<file path="config.mk">
export PLATFORM = sky130hd
export DESIGN_NAME = ir_remote_frame_encoder
export DESIGN_NICKNAME = d
export VERILOG_FILES = /design/src/design/irfe_pkg.sv /design/src/design/irfe_front.sv /design/src/design/irfe_queue.sv /design/src/design/irfe_back.sv /design/src/design/ir_remote_frame_encoder.sv
export SDC_FILE = /design/constraint.sdc
export NUM_CORES = 1
export LEC_CHECK = 0
export ABC_AREA = 1
export BUFFER_PORTS_ARGS = -buffer_cell sky130_fd_sc_hd__buf_2
export CORE_AREA = 2 2 160 162
export DETAILED_ROUTE_END_ITERATION = 10
export DIE_AREA = 0 0 162 164
export GPL_TIMING_DRIVEN = 0
export SLEW_MARGIN = 20
export SYNTH_ARGS = -nofsm -noshare
export SYNTH_HDL_FRONTEND = slang
export SYNTH_SLANG_ARGS = --single-unit
</file>
<file path="constraint.sdc">
create_clock -name clk_i -period 2.85 [get_ports clk_i]
set_input_delay 0 -clock clk_i [delete_from_list [all_inputs] [get_ports clk_i]]
set_output_delay 0 -clock clk_i [all_outputs]
set_load 0.01 [all_outputs]
</file>
<file path="src/design/irfe_pkg.sv">
// Types, pulse word constants and sizes for the IR frame encoder.
`default_nettype none

package irfe_pkg;

  // Request and result payloads
  typedef struct packed {
    logic       func;
    logic [5:0] bit_count;
    logic [7:0] toggle;
    logic [7:0] addr;
    logic [7:0] cmd;
    logic [7:0] cmd_ext1;
    logic [7:0] cmd_ext2;
  } req_t;

  typedef struct packed {
    logic [7:0] word_first;
    logic [7:0] word_second;
    logic       last;
  } result_t;

  // Frame kind
  typedef enum logic [1:0] {
    MODE_NEC = 2'd0,
    MODE_RC5 = 2'd1,
    MODE_RC6 = 2'd2
  } mode_e;

  // Classified frame handed from the front end to the sequencer.
  // bits[k] is the k-th payload bit on air, already in its final polarity.
  typedef struct packed {
    mode_e       mode;
    logic [5:0]  nbits;
    logic        bit_a;   // RC5 field bit / RC6 trailer bit
    logic        bit_b;   // RC5 toggle bit
    logic [31:0] bits;
  } desc_t;

  localparam int unsigned IRFE_QDEPTH = 2;

  localparam logic [5:0] MAX_BITS     = 6'd32;
  localparam logic [5:0] RC5_MAX_BITS = 6'd12;
  localparam logic [5:0] HDR_LEN_NEC  = 6'd3;
  localparam logic [5:0] HDR_LEN_RC5  = 6'd3;
  localparam logic [5:0] HDR_LEN_RC6  = 6'd6;

  // Pulse words: bit 7 is carrier on, bits 6..0 ticks
  localparam logic [7:0] LEVEL_ON     = 8'h80;
  localparam logic [7:0] W_END        = 8'h00;
  localparam logic [7:0] W_NEC_HDR    = 8'hFF;
  localparam logic [7:0] W_NEC_HDR2   = 8'hDC;
  localparam logic [7:0] W_NEC_GAP    = 8'h7F;
  localparam logic [7:0] W_NEC_GAP2   = 8'h2E;
  localparam logic [7:0] W_NEC_MARK   = 8'h96;
  localparam logic [7:0] W_NEC_ONE    = 8'h40;
  localparam logic [7:0] W_NEC_ZERO   = 8'h16;
  localparam logic [7:0] HALF_RC5     = 8'h22;
  localparam logic [7:0] HALF_RC6     = 8'h11;
  localparam logic [7:0] HALF_RC6_TR  = 8'h22;
  localparam logic [7:0] W_RC6_LEAD   = 8'h66 | LEVEL_ON;

  function automatic logic [5:0] hdr_len(mode_e mode);
    logic [5:0] len;
    unique case (mode)
      MODE_NEC: len = HDR_LEN_NEC;
      MODE_RC5: len = HDR_LEN_RC5;
      MODE_RC6: len = HDR_LEN_RC6;
      default:  len = HDR_LEN_NEC;
    endcase
    return len;
  endfunction

endpackage

`default_nettype wire

</file>
<file path="src/design/irfe_front.sv">
// Front end: classifies a request into a frame descriptor.
`default_nettype none

module irfe_front
  import irfe_pkg::*;
(
  input  req_t  req_i,
  output desc_t desc_o
);

  logic [5:0]  nsat;
  logic [31:0] rc5_msb;
  logic [31:0] rc6_msb;
  logic [31:0] rc5_seq;
  logic [31:0] rc6_seq;

  // Saturate the bit count
  assign nsat = (req_i.bit_count > MAX_BITS) ? MAX_BITS : req_i.bit_count;

  // RC payloads, MSB first on air
  assign rc5_msb = {req_i.addr[4:0], req_i.cmd[5:0], req_i.cmd_ext1, req_i.cmd_ext2, 5'd0};
  assign rc6_msb = ~{req_i.addr, req_i.cmd, req_i.cmd_ext1, req_i.cmd_ext2};

  // Reorder so that bit 0 goes out first
  always_comb begin
    for (int i = 0; i < 32; i++) begin
      rc5_seq[i] = rc5_msb[31 - i];
      rc6_seq[i] = rc6_msb[31 - i];
    end
  end

  // Frame kind selection
  always_comb begin
    desc_o = '0;
    if (!req_i.func) begin
      desc_o.mode  = MODE_NEC;
      desc_o.nbits = MAX_BITS;
      desc_o.bits  = {~req_i.cmd, req_i.cmd, ~req_i.addr, req_i.addr};
    end else if (nsat <= RC5_MAX_BITS) begin
      desc_o.mode  = MODE_RC5;
      desc_o.nbits = nsat;
      desc_o.bit_a = req_i.cmd[6];
      desc_o.bit_b = |req_i.toggle;
      desc_o.bits  = rc5_seq;
    end else begin
      desc_o.mode  = MODE_RC6;
      desc_o.nbits = nsat;
      desc_o.bit_a = ~req_i.toggle[6];
      desc_o.bits  = rc6_seq;
    end
  end

endmodule

`default_nettype wire

</file>
<file path="src/design/irfe_queue.sv">
// Short descriptor queue between the front end and the sequencer.
`default_nettype none

module irfe_queue
  import irfe_pkg::*;
#(
  parameter int unsigned Depth = IRFE_QDEPTH
) (
  input  logic  clk_i,
  input  logic  rst_ni,
  input  logic  push_i,
  input  desc_t push_data_i,
  input  logic  pop_i,
  output desc_t pop_data_o,
  output logic  empty_o,
  output logic  full_o
);

  localparam int unsigned PtrW = (Depth > 1) ? $clog2(Depth) : 1;
  localparam int unsigned CntW = $clog2(Depth + 1);

  desc_t           mem_q [Depth];
  logic [PtrW-1:0] wr_ptr_q, wr_ptr_d;
  logic [PtrW-1:0] rd_ptr_q, rd_ptr_d;
  logic [CntW-1:0] cnt_q, cnt_d;
  logic            do_push, do_pop;

  assign empty_o    = (cnt_q == '0);
  assign full_o     = (cnt_q == CntW'(Depth));
  assign do_push    = push_i && !full_o;
  assign do_pop     = pop_i && !empty_o;
  assign pop_data_o = mem_q[rd_ptr_q];

  // Pointer and fill count update
  always_comb begin
    wr_ptr_d = wr_ptr_q;
    rd_ptr_d = rd_ptr_q;
    cnt_d    = cnt_q;
    if (do_push) begin
      wr_ptr_d = (wr_ptr_q == PtrW'(Depth - 1)) ? '0 : wr_ptr_q + 1'b1;
    end
    if (do_pop) begin
      rd_ptr_d = (rd_ptr_q == PtrW'(Depth - 1)) ? '0 : rd_ptr_q + 1'b1;
    end
    if (do_push && !do_pop) begin
      cnt_d = cnt_q + 1'b1;
    end else if (do_pop && !do_push) begin
      cnt_d = cnt_q - 1'b1;
    end
  end

  always_ff @(posedge clk_i or negedge rst_ni) begin
    if (!rst_ni) begin
      wr_ptr_q <= '0;
      rd_ptr_q <= '0;
      cnt_q    <= '0;
    end else begin
      wr_ptr_q <= wr_ptr_d;
      rd_ptr_q <= rd_ptr_d;
      cnt_q    <= cnt_d;
    end
  end

  // Storage
  always_ff @(posedge clk_i) begin
    if (do_push) begin
      mem_q[wr_ptr_q] <= push_data_i;
    end
  end

endmodule

`default_nettype wire

</file>
<file path="src/design/irfe_back.sv">
// Back end: emits a descriptor's frame, one word pair per active cycle.
`default_nettype none

module irfe_back
  import irfe_pkg::*;
(
  input  logic    clk_i,
  input  logic    rst_ni,
  input  logic    q_empty_i,
  input  desc_t   q_data_i,
  output logic    q_pop_o,
  output logic    res_valid_o,
  output result_t res_o
);

  logic        act_q, act_d;
  mode_e       mode_q, mode_d;
  logic        bit_a_q, bit_a_d;
  logic        bit_b_q, bit_b_d;
  logic [31:0] bits_q, bits_d;
  logic [5:0]  pos_q, pos_d;
  logic [5:0]  end_q, end_d;
  logic        valid_q;
  result_t     res_q, res_d;
  logic        in_hdr, at_end;

  // Manchester pair: a one is low then high
  function automatic logic [15:0] manch(logic one, logic [7:0] half);
    return one ? {half, half | LEVEL_ON} : {half | LEVEL_ON, half};
  endfunction

  // Header pairs per frame kind
  function automatic logic [15:0] hdr_pair(mode_e mode, logic [2:0] idx,
                                           logic a, logic b);
    logic [15:0] w;
    w = {W_END, W_END};
    unique case (mode)
      MODE_NEC: begin
        if (idx == 3'd0) w = {W_NEC_HDR, W_NEC_HDR};
        else if (idx == 3'd1) w = {W_NEC_HDR2, W_NEC_GAP};
        else w = {W_NEC_GAP2, W_NEC_MARK};
      end
      MODE_RC5: begin
        if (idx == 3'd0) w = {HALF_RC5 | LEVEL_ON, HALF_RC5};
        else if (idx == 3'd1) w = manch(a, HALF_RC5);
        else w = manch(b, HALF_RC5);
      end
      MODE_RC6: begin
        if (idx == 3'd0) w = {W_RC6_LEAD, HALF_RC6_TR};
        else if (idx == 3'd1) w = {HALF_RC6 | LEVEL_ON, HALF_RC6};
        else if (idx == 3'd5) w = manch(a, HALF_RC6_TR);
        else w = {HALF_RC6, HALF_RC6 | LEVEL_ON};
      end
      default: w = {W_END, W_END};
    endcase
    return w;
  endfunction

  // Payload bit pair
  function automatic logic [15:0] bit_pair(mode_e mode, logic one);
    logic [15:0] w;
    unique case (mode)
      MODE_NEC: w = {one ? W_NEC_ONE : W_NEC_ZERO, W_NEC_MARK};
      MODE_RC5: w = manch(one, HALF_RC5);
      MODE_RC6: w = manch(one, HALF_RC6);
      default:  w = {W_END, W_END};
    endcase
    return w;
  endfunction

  // First word of the closing pair, before the terminating zero word
  function automatic logic [7:0] end_first(mode_e mode);
    logic [7:0] w;
    unique case (mode)
      MODE_NEC: w = W_NEC_ZERO;
      MODE_RC5: w = HALF_RC5;
      MODE_RC6: w = HALF_RC6;
      default:  w = W_END;
    endcase
    return w;
  endfunction

  assign in_hdr  = (pos_q < hdr_len(mode_q));
  assign at_end  = (pos_q == end_q);
  assign q_pop_o = (!act_q || at_end) && !q_empty_i;

  // Current pair
  always_comb begin
    res_d.last = 1'b0;
    if (in_hdr) begin
      {res_d.word_first, res_d.word_second} = hdr_pair(mode_q, pos_q[2:0], bit_a_q, bit_b_q);
    end else if (at_end) begin
      {res_d.word_first, res_d.word_second} = {end_first(mode_q), W_END};
      res_d.last = 1'b1;
    end else begin
      {res_d.word_first, res_d.word_second} = bit_pair(mode_q, bits_q[0]);
    end
  end

  // Sequencer: loads a frame when idle or at the current frame's end
  always_comb begin
    act_d   = act_q;
    mode_d  = mode_q;
    bit_a_d = bit_a_q;
    bit_b_d = bit_b_q;
    bits_d  = bits_q;
    pos_d   = pos_q;
    end_d   = end_q;
    if (!act_q || at_end) begin
      act_d = q_pop_o;
      if (q_pop_o) begin
        mode_d  = q_data_i.mode;
        bit_a_d = q_data_i.bit_a;
        bit_b_d = q_data_i.bit_b;
        bits_d  = q_data_i.bits;
        pos_d   = '0;
        end_d   = hdr_len(q_data_i.mode) + q_data_i.nbits;
      end
    end else begin
      pos_d = pos_q + 6'd1;
      if (!in_hdr) begin
        bits_d = {1'b0, bits_q[31:1]};
      end
    end
  end

  always_ff @(posedge clk_i or negedge rst_ni) begin
    if (!rst_ni) begin
      act_q   <= 1'b0;
      valid_q <= 1'b0;
    end else begin
      act_q   <= act_d;
      valid_q <= act_q;
    end
  end

  always_ff @(posedge clk_i) begin
    mode_q  <= mode_d;
    bit_a_q <= bit_a_d;
    bit_b_q <= bit_b_d;
    bits_q  <= bits_d;
    pos_q   <= pos_d;
    end_q   <= end_d;
    res_q   <= res_d;
  end

  assign res_valid_o = valid_q;
  assign res_o       = res_q;

endmodule

`default_nettype wire

</file>
<file path="src/design/ir_remote_frame_encoder.sv">
// Top level of the IR remote-control frame encoder.
//
// A request (NEC, or RC5/RC6 chosen by bit count) is taken at a rising
// edge where start_i is high and busy_o is low. It is classified and put
// in a short queue; the sequencer then emits the frame as pairs of 8-bit
// pulse words, one pair per cycle on result_o, each marked by a one-cycle
// result_valid_o strobe. The pair holding the terminating zero word has
// last set. Frames are NEC 36 results, RC5 4 + n, RC6 7 + n results,
// n being the bit count saturated at 32, so at most 39 results per frame.
// Each request passes through the queue and the sequencer's frame
// registers before its first pair reaches the output register;
// consecutive frames follow with no gap. busy_o is high only
// while the queue is full, so a new request is taken while a frame is
// still being sent. Results cannot be held off by the receiver.
// Reset empties the queue and idles the sequencer, dropping any frame
// in progress; nothing is invented across it or needs clearing afterward.
`default_nettype none

module ir_remote_frame_encoder
  import irfe_pkg::*;
#(
  parameter int unsigned QDepth = IRFE_QDEPTH
) (
  input  logic    clk_i,
  input  logic    rst_ni,
  input  logic    start_i,
  input  req_t    req_i,
  output logic    busy_o,
  output logic    result_valid_o,
  output result_t result_o
);

  desc_t front_desc;
  desc_t q_data;
  logic  q_empty, q_full, q_pop;

  irfe_front u_front (
    .req_i  (req_i),
    .desc_o (front_desc)
  );

  irfe_queue #(
    .Depth (QDepth)
  ) u_queue (
    .clk_i       (clk_i),
    .rst_ni      (rst_ni),
    .push_i      (start_i),
    .push_data_i (front_desc),
    .pop_i       (q_pop),
    .pop_data_o  (q_data),
    .empty_o     (q_empty),
    .full_o      (q_full)
  );

  irfe_back u_back (
    .clk_i       (clk_i),
    .rst_ni      (rst_ni),
    .q_empty_i   (q_empty),
    .q_data_i    (q_data),
    .q_pop_o     (q_pop),
    .res_valid_o (result_valid_o),
    .res_o       (result_o)
  );

  assign busy_o = q_full;

endmodule

`default_nettype wire

</file>
==> results.sh <==
export IMPL_tightestPinTransition_ns=0.779
export IMPL_mostFrequentLayoutCells="nand2_1, edfxtp_1, inv_1, buf_2, dlygate4sd3_1"
export IMPL_critPathMaxStageDelay_ns=0.58
export IMPL_die_y_um=164
export IMPL_hpwl_um=11500
export IMPL_numCtsBuffers=17
export IMPL_finalHoldViolCount=0
export IMPL_hold_class="input port to flip-flop"
export IMPL_cp_slowest_cell="nand2_2"
export IMPL_start_util_pct=28.5
export IMPL_preCtsSetupSlack_ns=0.287
export IMPL_start_kind="flip-flop"
export IMPL_fp_dieArea_um2=26600
export IMPL_routedWlPerCell_um=12.7
export IMPL_avgSynthCellArea_um2=9.19
export IMPL_ys_seq_elements=154
export IMPL_grt_use_total_pct=12.5
export IMPL_arrival_ns=2.57
export IMPL_die_width_um=162
export IMPL_port_buffers=68
export IMPL_layout_commonest_cell="nand2_1"
export IMPL_drt_iter0_drc=472
export IMPL_clk_pin_slew_ns=0.06
export IMPL_r2r_start="u_back.mode_q[0]$_DFFE_PP_"
export IMPL_setup_viol=0
export IMPL_skew_ns=0.0114
export IMPL_vias=5336
export IMPL_cts_sinks=154
export IMPL_grt_pass1_vias=5061
export IMPL_cts_buffer_depth=2
export IMPL_path_cells="inv_2 -> nand2_2 -> ha_1 -> nand3_1 -> nand2_1 -> buf_2 -> nand2_1 -> nand2_2"
export IMPL_place_inst=1172
export IMPL_synth_area_um2=7080
export IMPL_finalCriticalPeriod_ns=2.52
export IMPL_insertedDiodeCount=0
export IMPL_cts_max_level=4
export IMPL_grt_max_degree=33
export IMPL_p_leak_uw=0.00409
export IMPL_first_pass_iters=5
export IMPL_status="completed"
export IMPL_place_congestion=0.826
export IMPL_setup_ws_ns=0.326
export IMPL_rows=58
export IMPL_ctsResizeCount=0
export IMPL_nFillCells=2510
export IMPL_synth_seq_area_share_pct=62.6
export IMPL_drv_slew=0
export IMPL_grt_ovfl_total=0
export IMPL_startpoint="u_back.mode_q[0]$_DFFE_PP_"
export IMPL_fin_tns_setup_ns=0
export IMPL_cts_tree="yes"
export IMPL_ant_nets=0
export IMPL_cts_setup_buffers=0
export IMPL_critical_path_top_delay_family="simple AND/OR/NAND/NOR gates"
export IMPL_whs_ns=0.0435
export IMPL_cp_max_fo=32
export IMPL_powerDensity_nw_per_um2=1040
export IMPL_rsz0062_at_grt="false"
export IMPL_power_uw=9330
export IMPL_ctsHoldBuffers=44
export IMPL_slew_headroom_pct=47.9
export IMPL_syn_inst=770
export IMPL_crit_buf_inv=2
export IMPL_drc_errors=0
export IMPL_clock_root_buffer="clkbuf_16"
export IMPL_finalCritPeriodShare_pct=88.6
export IMPL_synth_nets=828
export IMPL_critPathCaptureType="flip-flop"
export IMPL_worstPathRequired_ns=2.90
export IMPL_vdd_ir_drop_worst_mv=0.676
export IMPL_routed_wl_um=15900
export IMPL_finalNonFillerCells=1248
export IMPL_finish_net_count=963
export IMPL_drive_gt1_share_pct=15.3
export IMPL_yosysWarnings=0
export IMPL_viasPerCell=4.28
export IMPL_maxCapViolations=0
export IMPL_fmax_mhz=396
export IMPL_yosysUniqueCellTypes=30
export IMPL_grt_pass1_wl_um=25800
export IMPL_clock_latency_ns=0.42
export IMPL_ios=69
export IMPL_area_delta_synth_final_pct=26.7
export IMPL_core_area_um2=24800
export IMPL_hp_start="req_i[38]"
export IMPL_criticalPathCategory="flip-flop to flip-flop"
export IMPL_antenna_found_initial=0
sequential cells by signal, indices dropped and copies added, names as in the netlist:
register,flops
u_back.res_valid_o,1
u_back.pos_q,6
u_back.end_q,6
u_queue.cnt_q,2
u_queue.wr_ptr_q,1
u_back.bit_b_q,1
u_back.act_q,1
u_back.bit_a_q,1
u_back.res_o,16
u_back.mode_q,2
u_back.bits_q,32
u_queue.mem_q,84
u_queue.rd_ptr_q,1
stage by stage:
step	instance area (µm²)	util, %
floorplan	7080	-
global placement	7830	31.6
detailed placement	7960	32.1
CTS	8970	36.1
global route	8970	36.1
finish	8970	36.1
metal layers:
metal | up-vias | part of all wire (%) | wire length [µm] | track usage [%]
met3 | 19 | 4.4 | 706 | 2.58
met4 | 0 | 1.4 | 227 | 4.06
met5 | - | 0 | 0 | 0
met1 | 2432 | 46 | 7390 | 16.3
met2 | 154 | 48 | 7580 | 21.0
li1 | 2731 | - | - | -
cell type report:
cell class | instances | area [µm²] | share of cell area [%]
buffer | 28 | 170 | 1.90
clock buffer | 18 | 429 | 4.79
clock inverter | 14 | 136 | 1.52
inverter | 86 | 323 | 3.60
multi-input combinational | 502 | 2170 | 24.2
sequential | 154 | 4430 | 49.5
tap | 330 | 413 | 4.61
timing repair buffer | 116 | 891 | 9.94
report_power, final:
part           internal (µW)  total (µW)  switching [µW]
logic                   1120        3280            2160
registers               3620        3890             278
clock network           1220        2150             925
total                   5960        9330            3360
kinds of logic after synthesis:
| family | Yosys count | share of synthesized area (%) |
|---|---|---|
| mux | 1 | 0.141 |
| flops | 154 | 62.6 |
| compound gates | 36 | 2.65 |
| simple gates | 451 | 25.5 |
| fa+ha+maj | 8 | 1.41 |
| xor+xnor | 6 | 0.742 |
| buf+inv | 114 | 6.96 |
Yosys cell counts:
cell      instances  area share, %
buf_6             4           0.64
dfrtp_1           6            2.1
or2_2             3           0.27
nand4_1           3           0.27
clkbuf_1          8           0.42
inv_1            81            4.3
nand2_4           1           0.16
nor3_1            4           0.28
nor4_1            3           0.27
nor2_1           36            1.9
a21oi_2           1           0.12
o21ai_0          22            1.6
a21oi_1          11           0.78
ha_1              8            1.4
nand3_1          40            2.8
buf_4             6           0.64
nand3_2           1           0.14
xor2_1            4           0.49
inv_2             5           0.27
edfxtp_1        132             56
a21boi_0          1           0.11
dfxtp_1          16            4.5
nand2_2           1          0.088
mux2i_1           1           0.14
nor2_2            3           0.27
nand3b_1          2           0.21
xnor2_1           2           0.25
buf_2            10           0.71
nand2_1         354             19
o22ai_1           1          0.088
final timing paths:
| kind | to | slack, ns | depth (start not counted) |
|---|---|---|---|
| min | u_queue.mem_q[0][33]$_DFFE_PP_ | 0.04 | 2 |
| max | u_back.bits_q[1]$_DFFE_PP_ | 0.33 | 8 |
| max in group asynchronous | u_back.res_valid_o$_DFF_PN0_ | 2.06 | 3 |
| min reg2reg | u_back.res_valid_o$_DFF_PN0_ | 0.48 | 0 |
| min in group asynchronous | u_queue.wr_ptr_q$_DFFE_PN0P_ | 0.55 | 3 |
| max reg2reg | u_back.bits_q[1]$_DFFE_PP_ | 0.33 | 8 |
Note: power is estimated with default switching activity, not from simulation.
